$ cat src/design/rcf_div.sv
// restoring serial divider, one quotient bit per cycle
`timescale 1ns / 1ps
`default_nettype none
module rcf_div #(
  parameter int NW = 30,
  parameter int DW = 16
) (
  input  wire logic          clk,
  input  wire logic          rst_n,
  input  wire logic          start,
  input  wire logic [NW-1:0] num,
  input  wire logic [DW-1:0] den,
  output logic               done,
  output logic [NW-1:0]      quot,
  output logic [DW-1:0]      rem
);

  localparam int CW = $clog2(NW + 1);

  logic [NW-1:0] num_r, num_nxt;
  logic [DW-1:0] rem_r, rem_nxt;
  logic [DW-1:0] den_r, den_nxt;
  logic [CW-1:0] cnt_r, cnt_nxt;
  logic          busy_r, busy_nxt;
  logic          done_r, done_nxt;
  logic [DW:0]   rem_sh;
  logic [DW:0]   diff;

  always_comb begin
    rem_sh = {rem_r, num_r[NW-1]};
    diff = rem_sh - {1'b0, den_r};
    num_nxt = num_r;
    rem_nxt = rem_r;
    den_nxt = den_r;
    cnt_nxt = cnt_r;
    busy_nxt = busy_r;
    done_nxt = 1'b0;
    if (start) begin
      num_nxt = num;
      rem_nxt = '0;
      den_nxt = den;
      cnt_nxt = CW'(NW);
      busy_nxt = 1'b1;
    end else if (busy_r) begin
      if (!diff[DW]) begin
        rem_nxt = diff[DW-1:0];
        num_nxt = {num_r[NW-2:0], 1'b1};
      end else begin
        rem_nxt = rem_sh[DW-1:0];
        num_nxt = {num_r[NW-2:0], 1'b0};
      end
      cnt_nxt = cnt_r - 1'b1;
      if (cnt_r == CW'(1)) begin
        busy_nxt = 1'b0;
        done_nxt = 1'b1;
      end
    end
  end

  always_ff @(posedge clk) begin
    if (!rst_n) begin
      busy_r <= 1'b0;
      done_r <= 1'b0;
      cnt_r <= '0;
    end else begin
      busy_r <= busy_nxt;
      done_r <= done_nxt;
      cnt_r <= cnt_nxt;
    end
    num_r <= num_nxt;
    rem_r <= rem_nxt;
    den_r <= den_nxt;
  end

  assign done = done_r;
  assign quot = num_r;
  assign rem = rem_r;

endmodule
`default_nettype wire

$ cat config.mk
export PLATFORM = sky130hd
export DESIGN_NAME = rcf_div
export DESIGN_NICKNAME = d
export VERILOG_FILES = /design/src/design/rcf_div.sv
export SDC_FILE = /design/constraint.sdc
export NUM_CORES = 1
export LEC_CHECK = 0
export ABC_AREA = 1
export BUFFER_PORTS_ARGS = -buffer_cell sky130_fd_sc_hd__buf_2
export CORE_MARGIN = 10
export CORE_UTILIZATION = 40
export CTS_BUF_LIST = sky130_fd_sc_hd__clkbuf_16
export DETAILED_ROUTE_END_ITERATION = 16
export PLACE_DENSITY = 0.68
export SLEW_MARGIN = 10
export SYNTH_ARGS = -nofsm -noshare
export SYNTH_HDL_FRONTEND = slang
export SYNTH_SLANG_ARGS = --single-unit
$ cat constraint.sdc
create_clock -name clk -period 3.5 [get_ports clk]
set_input_delay 0.175 -clock clk [delete_from_list [all_inputs] [get_ports clk]]
set_output_delay 0.175 -clock clk [all_outputs]
set_load 0.01 [all_outputs]
* Word-level counts from Yosys, hierarchy flattened *
Cells that the tools add are included.

operators by class
  $add $sub $neg = 2
  $mul = 0
  divide/modulo/power cells = 0
  order comparisons = 0
  eq/ne operators = 1
  shift-type cells = 0
  muxes and demuxes = 10
  bitwise logic cells = 2
  reduce and logical (&&, ||, !) cells = 3

operator list
  operator                                             count
  two-way mux 30 bit                                   2
  subtractor 17 x 16 -> 17 bit                         1
  two-way mux 16 bit                                   1
  two-way mux 5 bit                                    2
  equality test 5 x 1 -> 1 bit, second input constant  1
  two-way mux 1 bit                                    5
  subtractor 5 x 1 -> 5 bit, second input constant     1
  OR reduction 3 bit                                   1
  NOT 1 bit                                            2
  nonzero test 2 bit                                   1
  OR reduction 2 bit                                   1

word-level totals
  flip-flop bits (word level) = 69
  bits in latches = 0
  bits in writable memories = 0
  bits in read-only memories = 0
  bits of input ports = 49
  output and inout bits = 47
  word-level logic and storage cells = 25
  memories kept = 0

* Longest topological paths before layout *
Gate-level depths: netlist of the first run.

  word-level depth = 4
  depth in mapped cells = 16
  depth with buffers taken out = 15

* Worst setup path before layout of the first run *
No wires, ideal clock.

  path kind = register to register
  start = register num_r[29] (netlist: quot[29])
  end = register num_r[0] (netlist: quot[0]) (data pin)
  setup time = 0.269 ns
  arrival time = 1.914 ns
  setup slack = 1.317 ns
  stages on the path, launching flop included = 15
  path buffers = 1
  period minus slack after synthesis = 2.183 ns
  cell sequence = edfxtp_1 > inv_1 > ha_1 > fa_1 > inv_1 > nand2_1 > nand2_1 > nand3_1 > nand2_2 > nand2_2 > nand2_1 > nand2_1 > nand2_4 > clkbuf_8 > o21ai_0

on the way
  word-level cells in the longest chain between the ends = 4

ends and longest elaborated chain
  element                       line  text
  from (decl)                   20    logic [NW-1:0] num_r, num_nxt;
  from (signal assigned)        70    num_r <= num_nxt;
  subtractor 17 x 16 -> 17 bit  31    diff = rem_sh - {1'b0, den_r};
  two-way mux 1 bit             45    if (!diff[DW]) begin
  two-way mux 30 bit            44    end else if (busy_r) begin
  two-way mux 30 bit            38    if (start) begin
  via num_nxt[0]                20

The timed path passes the listed nets, and every way through them passes these cells. The select of a mux whose other input is x is not followed.
A chain may end at the register's enable or synchronous reset.

* Worst setup path after layout of the first run *
  start = register num_r[29] (netlist: quot[29])
  end = register rem_r[2] (netlist: rem[2])

on the way
  word-level cells in the longest chain between the ends = 2

ends and longest elaborated chain
  element                       line  text
  subtractor 17 x 16 -> 17 bit  31
  two-way mux 16 bit            45
  to (signal assigned)          71    rem_r <= rem_nxt;
  to (decl)                     21    logic [DW-1:0] rem_r, rem_nxt;

No other way between the ends.

==> impl_metrics.py, run 1 <==
metrics = {
    "synthesis": {
        "synth_seq_area_share": 0.470,
        "synthMuxAreaShare": 0,
        "synth_edf_count": 46,
        "netlist_instances": 527,
        "ys_top_cells_by_area": "edfxtp_1, nand2_1, dfxtp_1",
        "synthFlopType": "edfxtp_1",
        "synth_fa_ha_area_frac": 0.0626,
        "synth_top_family_by_area": "simple AND/OR/NAND/NOR gates",
        "synth_common_cells": "nand2_1, inv_1, edfxtp_1",
        "synth_simple_gate_area_frac": 0.320,
        "yosys_warnings": 0,
        "synth_xor_area_frac": 0.0156,
        "yosys.cell_count.top_type": "nand2_1",
        "async_reset_ff_frac": 0,
        "synth_compound_area_frac": 0.0284,
        "synth_top_cell_by_area": "edfxtp_1",
        "syn_area_per_cell_um2": 7.44,
        "synth_area_um2": 3920,
        "synth_seq_cells": 69,
        "syn-num-nets": 595,
        "yosys.cell_types.count": 31,
        "netlist.area_leader.share": 0.352,
    },
    "cts": {
        "clockRootBuffer": "clkbuf_16",
        "cts_tree": "built",
        "clock_latency_ps": 330,
        "cts_buffers": 9,
        "cts_sinks": 69,
        "post_cts_buffers": 0,
        "ctsResizeCount": 0,
        "hold_buffers": 0,
        "clk_pin_slew_ps": 60,
        "clk_path_buf_depth": 2,
        "htree_num_levels": 3,
    },
    "power_and_ir_drop": {
        "power_uw": 2140,
        "peakVddDrop_v": 0.000239,
        "total_leakage_power_uw": 0.00266,
        "powerDensity_nw_per_um2": 443,
    },
    "finish": {
        "nFillCells": 982,
        "fin_cells": 764,
        "multi_input_area_um2": 1670,
        "drive_gt1_frac": 0.195,
        "fin_nets": 693,
        "seq_area_um2": 1840,
        "syn2layout_area_growth_pct": 23.1,
    },
    "sta": {
        "rsz0062_at_grt": "false",
        "setup-tns-final_ps": 0,
        "max_freq_ghz": 0.429,
        "fin_skew_ps": 9.01,
        "slew_headroom": 0.413,
        "report.final.slew_viol_count": 0,
        "holdWs_ps": 16.0,
        "fin_crit_sh": 0.667,
        "hold_viol": 0,
        "setup_viol": 0,
        "tightest_slew_ps": 880,
        "post-route-min-period_ps": 2330,
    },
    "grt": {
        "grt_max_degree": 36,
        "grt_pass1_wl_mm": 16.2,
        "grt_overflow": 0,
        "grtUsageTotal": 0.139,
        "grt_pass1_vias": 3531,
        "antenna_found_initial": 0,
    },
    "worst_setup_path": {
        "worstSetupPathType": "reg -> reg",
        "cp.required_ps": 3720,
        "cp-end-kind": "flip-flop",
        "arrival_ps": 2550,
        "critPathLaunchType": "flip-flop",
        "r2r-start": "quot[29]",
        "r2r_setup_slack_ps": 1170,
        "crit_start": "quot[29]",
        "critPathMaxFanout": 13,
    },
    "routing": {
        "routed_wl_mm": 9.80,
        "dr.pass1.iters": 4,
        "post_drt_wl_per_cell_um": 12.8,
        "drt-vias-per-instance": 4.52,
        "via_count": 3450,
        "postRouteAntennaNets": 0,
        "drtIter0Drc": 125,
        "drc": 0,
    },
    "min_path": {
        "worst_hold_path_type": "in -> reg",
        "hold_start": "den[1]",
    },
    "floorplanning": {
        "core_area_um2": 9640,
        "die_area_um2": 14200,
        "die_x_um": 119,
        "die_y_um": 119,
        "start_util": 0.407,
        "rows": 36,
        "io_pins": 96,
    },
    "place": {
        "io_buffers": 95,
        "gp_congestion": 0.902,
        "dpl.hpwl_mm": 7.59,
        "dp_cells": 747,
    },
    "job": {
        "drv_cap": 0,
    },
    "run_status": {
        "outcome": "completed",
    },
}
==> path summary, 6_finish.rpt <==
path	cells past startpoint	to
worst max-delay path	15	rem[2]
worst max register to register	15	rem[2]
worst min-delay path	1	den_r[1]
worst min register to register	2	cnt_r[4]
==> per-stage QoR <==
| step | cell area (um^2) | utilization | worst slack (ps) |
|---|---|---|---|
| floorplan | 3920 | - | 1320 |
| global placement | 4520 | 0.469 | 1300 |
| detailed placement | 4520 | 0.469 | 1200 |
| CTS | 4820 | 0.500 | 1170 |
| global route | 4820 | 0.500 | 927 |
| finish | 4820 | 0.500 | 1170 |
==> layout make-up <==
| type | count | share of cell area |
|---|---|---|
| tap | 133 | 0.0345 |
| sequential | 69 | 0.382 |
| antenna | 1 | 0.000519 |
| inverter | 91 | 0.0708 |
| clock inverter | 7 | 0.0156 |
| timing repair buffer | 98 | 0.103 |
| clock buffer | 9 | 0.0467 |
| multi-input combinational | 356 | 0.347 |
==> metal layers <==
layer / GRT usage / vias to the layer above / share of wire
met4: 0.0511 / 0 / 0.0084
li1: - / 1830 / -
met1: 0.162 / 1537 / 0.44
met3: 0.0576 / 7 / 0.088
met2: 0.223 / 76 / 0.46
met5: 0 / - / 0
==> cell families (layout without fill, tap and decap cells) <==
kind of cell | count (synthesis) | count (layout)
adder cells (fa/ha/maj) | 19 | 19
XOR/XNOR | 7 | 7
AND/OR/NAND/NOR | 310 | 310
AO/OA/AOI/OAI | 20 | 20
flip-flops | 69 | 69
buffers and inverters | 102 | 205
other | 0 | 1
==> state kept, by name (all words and copies together), names as in the netlist <==
signal and count:
quot 30, cnt_r 5, den_r 16, done 1
busy_r 1, rem 16
==> worst max-delay path: stages (launching register included) <==
cell      delay, ps
edfxtp_1        350
inv_1            60
ha_1            230
fa_1            400
inv_1            90
nand2_1          50
nand2_1         100
nand3_1          90
nand2_2         100
nand2_2          70
nand2_1          70
nand2_1         110
nand2_2         260
nand2_1          90
nand3_1          90
nand2_1          50
==> cells in the final DEF, fill, tap and decap left out <==
| cell type | netlist | routed |
|---|---|---|
| fa_1 | 1 | 1 |
| nor3_1 | 4 | 4 |
| a21oi_1 | 11 | 11 |
| clkinv_4 | 0 | 2 |
| nor2_2 | 2 | 2 |
| clkbuf_16 | 0 | 9 |
| a31oi_1 | 2 | 2 |
| inv_1 | 91 | 92 |
| a221oi_1 | 1 | 1 |
| edfxtp_1 | 46 | 46 |
| nand3_1 | 29 | 29 |
| and3_2 | 1 | 1 |
| xor2_1 | 3 | 3 |
| clkinvlp_4 | 0 | 2 |
| xnor2_1 | 4 | 4 |
| buf_4 | 1 | 3 |
| nor2_1 | 17 | 17 |
| nand4_1 | 4 | 4 |
| or2_2 | 1 | 1 |
| nand2_4 | 1 | 1 |
| diode_2 | 0 | 1 |
| dfxtp_1 | 23 | 23 |
| nor4_1 | 1 | 1 |
| buf_2 | 0 | 95 |
| nand2_2 | 5 | 5 |
| o211ai_1 | 1 | 1 |
| o21ai_0 | 4 | 4 |
| or2_1 | 1 | 1 |
| nand2_1 | 243 | 243 |
| inv_6 | 0 | 1 |
| bufinv_16 | 0 | 1 |
| o31ai_1 | 1 | 1 |
| ha_1 | 18 | 18 |
| nand3b_1 | 1 | 1 |
==> report_power, final <==
part,internal [uW],switching [uW]
clock network,553,348
registers,939,28.6
logic,102,167
Power figures use the tool's default switching activity.
==> inputs of run 2 (changes only) <==
--- a/config.mk
+++ b/config.mk
@@ -11,7 +11,7 @@
 export CORE_UTILIZATION = 40
 export CTS_BUF_LIST = sky130_fd_sc_hd__clkbuf_16
 export DETAILED_ROUTE_END_ITERATION = 16
-export PLACE_DENSITY = 0.68
+export PLACE_DENSITY = 0.7
 export SLEW_MARGIN = 10
 export SYNTH_ARGS = -nofsm -noshare
 export SYNTH_HDL_FRONTEND = slang
==> constraint.sdc (replaced) <==
create_clock -name clk -period 2.07 [get_ports clk]
set_input_delay 0.1035 -clock clk [delete_from_list [all_inputs] [get_ports clk]]
set_output_delay 0.1035 -clock clk [all_outputs]
set_load 0.01 [all_outputs]
==> impl_metrics.py, run 2 (synthesis gave the netlist of run 1 again) <==
metrics = {
    "cts": {
        "clk_pin_slew_ps": 60,
        "cts_tree": "built",
        "htree_num_levels": 3,
        "cts_sinks": 69,
        "clk_path_buf_depth": 2,
        "clock_latency_ps": 340,
        "clockRootBuffer": "clkbuf_16",
        "cts_buffers": 9,
    },
    "routing": {
        "routed_wl_mm": 10.7,
        "post_drt_wl_per_cell_um": 13.4,
        "drc": 0,
        "dr.pass1.iters": 4,
        "via_count": 3716,
        "drtIter0Drc": 196,
        "postRouteAntennaNets": 0,
        "drt-vias-per-instance": 4.65,
    },
    "power_and_ir_drop": {
        "pwr-share-clk": 0.423,
        "combPwrFrac": 0.142,
        "powerDensity_nw_per_um2": 702,
        "p_seq_frac": 0.435,
        "internal-power_uw": 2760,
        "total_leakage_power_uw": 0.00288,
        "p_sw_frac": 0.266,
        "peakVddDrop_v": 0.000450,
        "switchingPower_uw": 1000,
    },
    "floorplanning": {
        "die_y_um": 119,
        "rows": 36,
        "die_area_um2": 14200,
        "start_util": 0.407,
        "io_pins": 96,
        "die_x_um": 119,
        "core_area_um2": 9640,
    },
    "finish": {
        "largest_reg_flops": 30,
        "fin_nets": 729,
        "diodes": 0,
        "final_cell_mix": "nand2_1, buf_2, inv_1",
        "nFillCells": 888,
        "final_common_cell": "nand2_1",
        "drive_gt1_frac": 0.258,
        "syn2layout_area_growth_pct": 36.8,
    },
    "sta": {
        "setup-tns-final_ps": 0,
        "fin_crit_sh": 0.986,
        "rsz0062_at_grt": "true",
        "max_freq_ghz": 0.490,
        "post-route-min-period_ps": 2040,
        "slew_headroom": 0.404,
        "tightest_slew_ps": 892,
        "holdWs_ps": 8.26,
        "setup_viol": 0,
        "fin_skew_ps": 7.59,
        "hold_viol": 0,
        "report.final.slew_viol_count": 0,
    },
    "place": {
        "io_buffers": 95,
        "gp_congestion": 0.925,
        "dpl.hpwl_mm": 7.70,
    },
    "worst_setup_path": {
        "r2r-start": "den_r[0]",
        "rr_worst_depth": 14,
        "critPathMaxFanout": 5,
        "arrival_ps": 2270,
        "cp.required_ps": 2300,
        "worstSetupPathType": "reg -> reg",
        "critPathLaunchType": "flip-flop",
        "reg2reg_to": "rem[0]",
        "r2r_setup_slack_ps": 30,
        "cp-end-kind": "flip-flop",
    },
    "min_path": {
        "worst_hold_path_type": "in -> reg",
        "whs_path_depth": 3,
        "hold_start": "rst_n",
        "hold-path-endpoint": "cnt_r[2]",
    },
    "grt": {
        "grt_pass1_wl_mm": 17.3,
        "grt_overflow": 0,
        "grtUsageTotal": 0.146,
        "grt_max_degree": 43,
        "antenna_found_initial": 0,
        "grt_pass1_vias": 3741,
    },
    "job": {
        "drv_cap": 0,
    },
    "run_status": {
        "outcome": "completed",
    },
}
==> run 2: cell count changes in the layout (fill, tap and decap cells not counted), moves of 5 or more <==
cell	delta
buf_4	+15
nand2_2	+5
nand2_8	+5
nand3_1	-6
nand2_1	-10
dlygate4sd3_1	+16
==> run 2: final cells by class <==
cell class | count | area, um^2 | area share
inverter | 91 | 342 | 0.0637
sequential | 69 | 1840 | 0.344
clock inverter | 7 | 81.3 | 0.0152
multi-input combinational | 359 | 1900 | 0.355
clock buffer | 9 | 225 | 0.0420
timing repair buffer | 131 | 802 | 0.150
tap | 133 | 166 | 0.0310
==> run 2: repair_timing <==
action	in CTS	in global routing
endpoints found under the hold margin	16	0
cloned	0	3
hold buffers	16	0
setup buffers	0	2
endpoints found under the setup margin	2	17
pin swaps	0	3
resized for setup	1	44
==> run 2: metal layers <==
layer,vias to the layer above,wire length (um),global-route usage
met3,23,1050,0.0690
met2,131,4890,0.229
li1,1905,-,-
met5,-,0,0
met4,0,238,0.0481
met1,1657,4560,0.174
==> run 2: how the worst max path moves through the flow <==
stage | cells after the start | to | slack (ps) | start
floorplan | 14 | quot[0] | -2 | quot[29]
finish | 14 | rem[0] | 30 | den_r[0]
detailed placement | 15 | rem[2] | 5 | quot[29]
global route | 14 | rem[0] | -70 | den_r[0]
CTS | 13 | quot[0] | 10 | quot[29]
global placement | 15 | rem[2] | 50 | quot[29]
==> run 2: stage by stage <==
| step | worst slack [ps] | instance area (um^2) | power, uW | std cells | util |
|---|---|---|---|---|---|
| 2_1_floorplan | -1.52 | 3930 | 1930 | 527 | - |
| 3_3_place_gp | 53.6 | 4660 | 2140 | 762 | 0.483 |
| 3_5_place_dp | 5.01 | 4660 | 2150 | 762 | 0.483 |
| 4_1_cts | 10.3 | 5130 | 3760 | 794 | 0.532 |
| 5_1_grt | -71.7 | 5360 | 3920 | 799 | 0.556 |
| 6_report | 28.7 | 5360 | 3760 | 799 | 0.556 |
==> run 2: critical path, stage by stage, from the launching register on <==
cell and delay [ps]:
edfxtp_1 420, ha_4 190, fa_2 350, inv_2 90, nand2_2 50, nand2_2 70, nand3_2 60, nand2_2 90
nand2_4 80, nand2_4 110, nand2_8 100, nand2_8 110, nand2_1 70, nand3_1 100, nand2_1 50
==> run 2: power groups by stage <==
stage / clock network (uW) / registers, uW / logic [uW]
after global routing: 1670 / 1650 / 601
after global placement: 0 / 1660 / 477
after floorplan: 0 / 1690 / 243
final: 1590 / 1640 / 533
after CTS: 1610 / 1640 / 513
after detailed placement: 0 / 1660 / 490
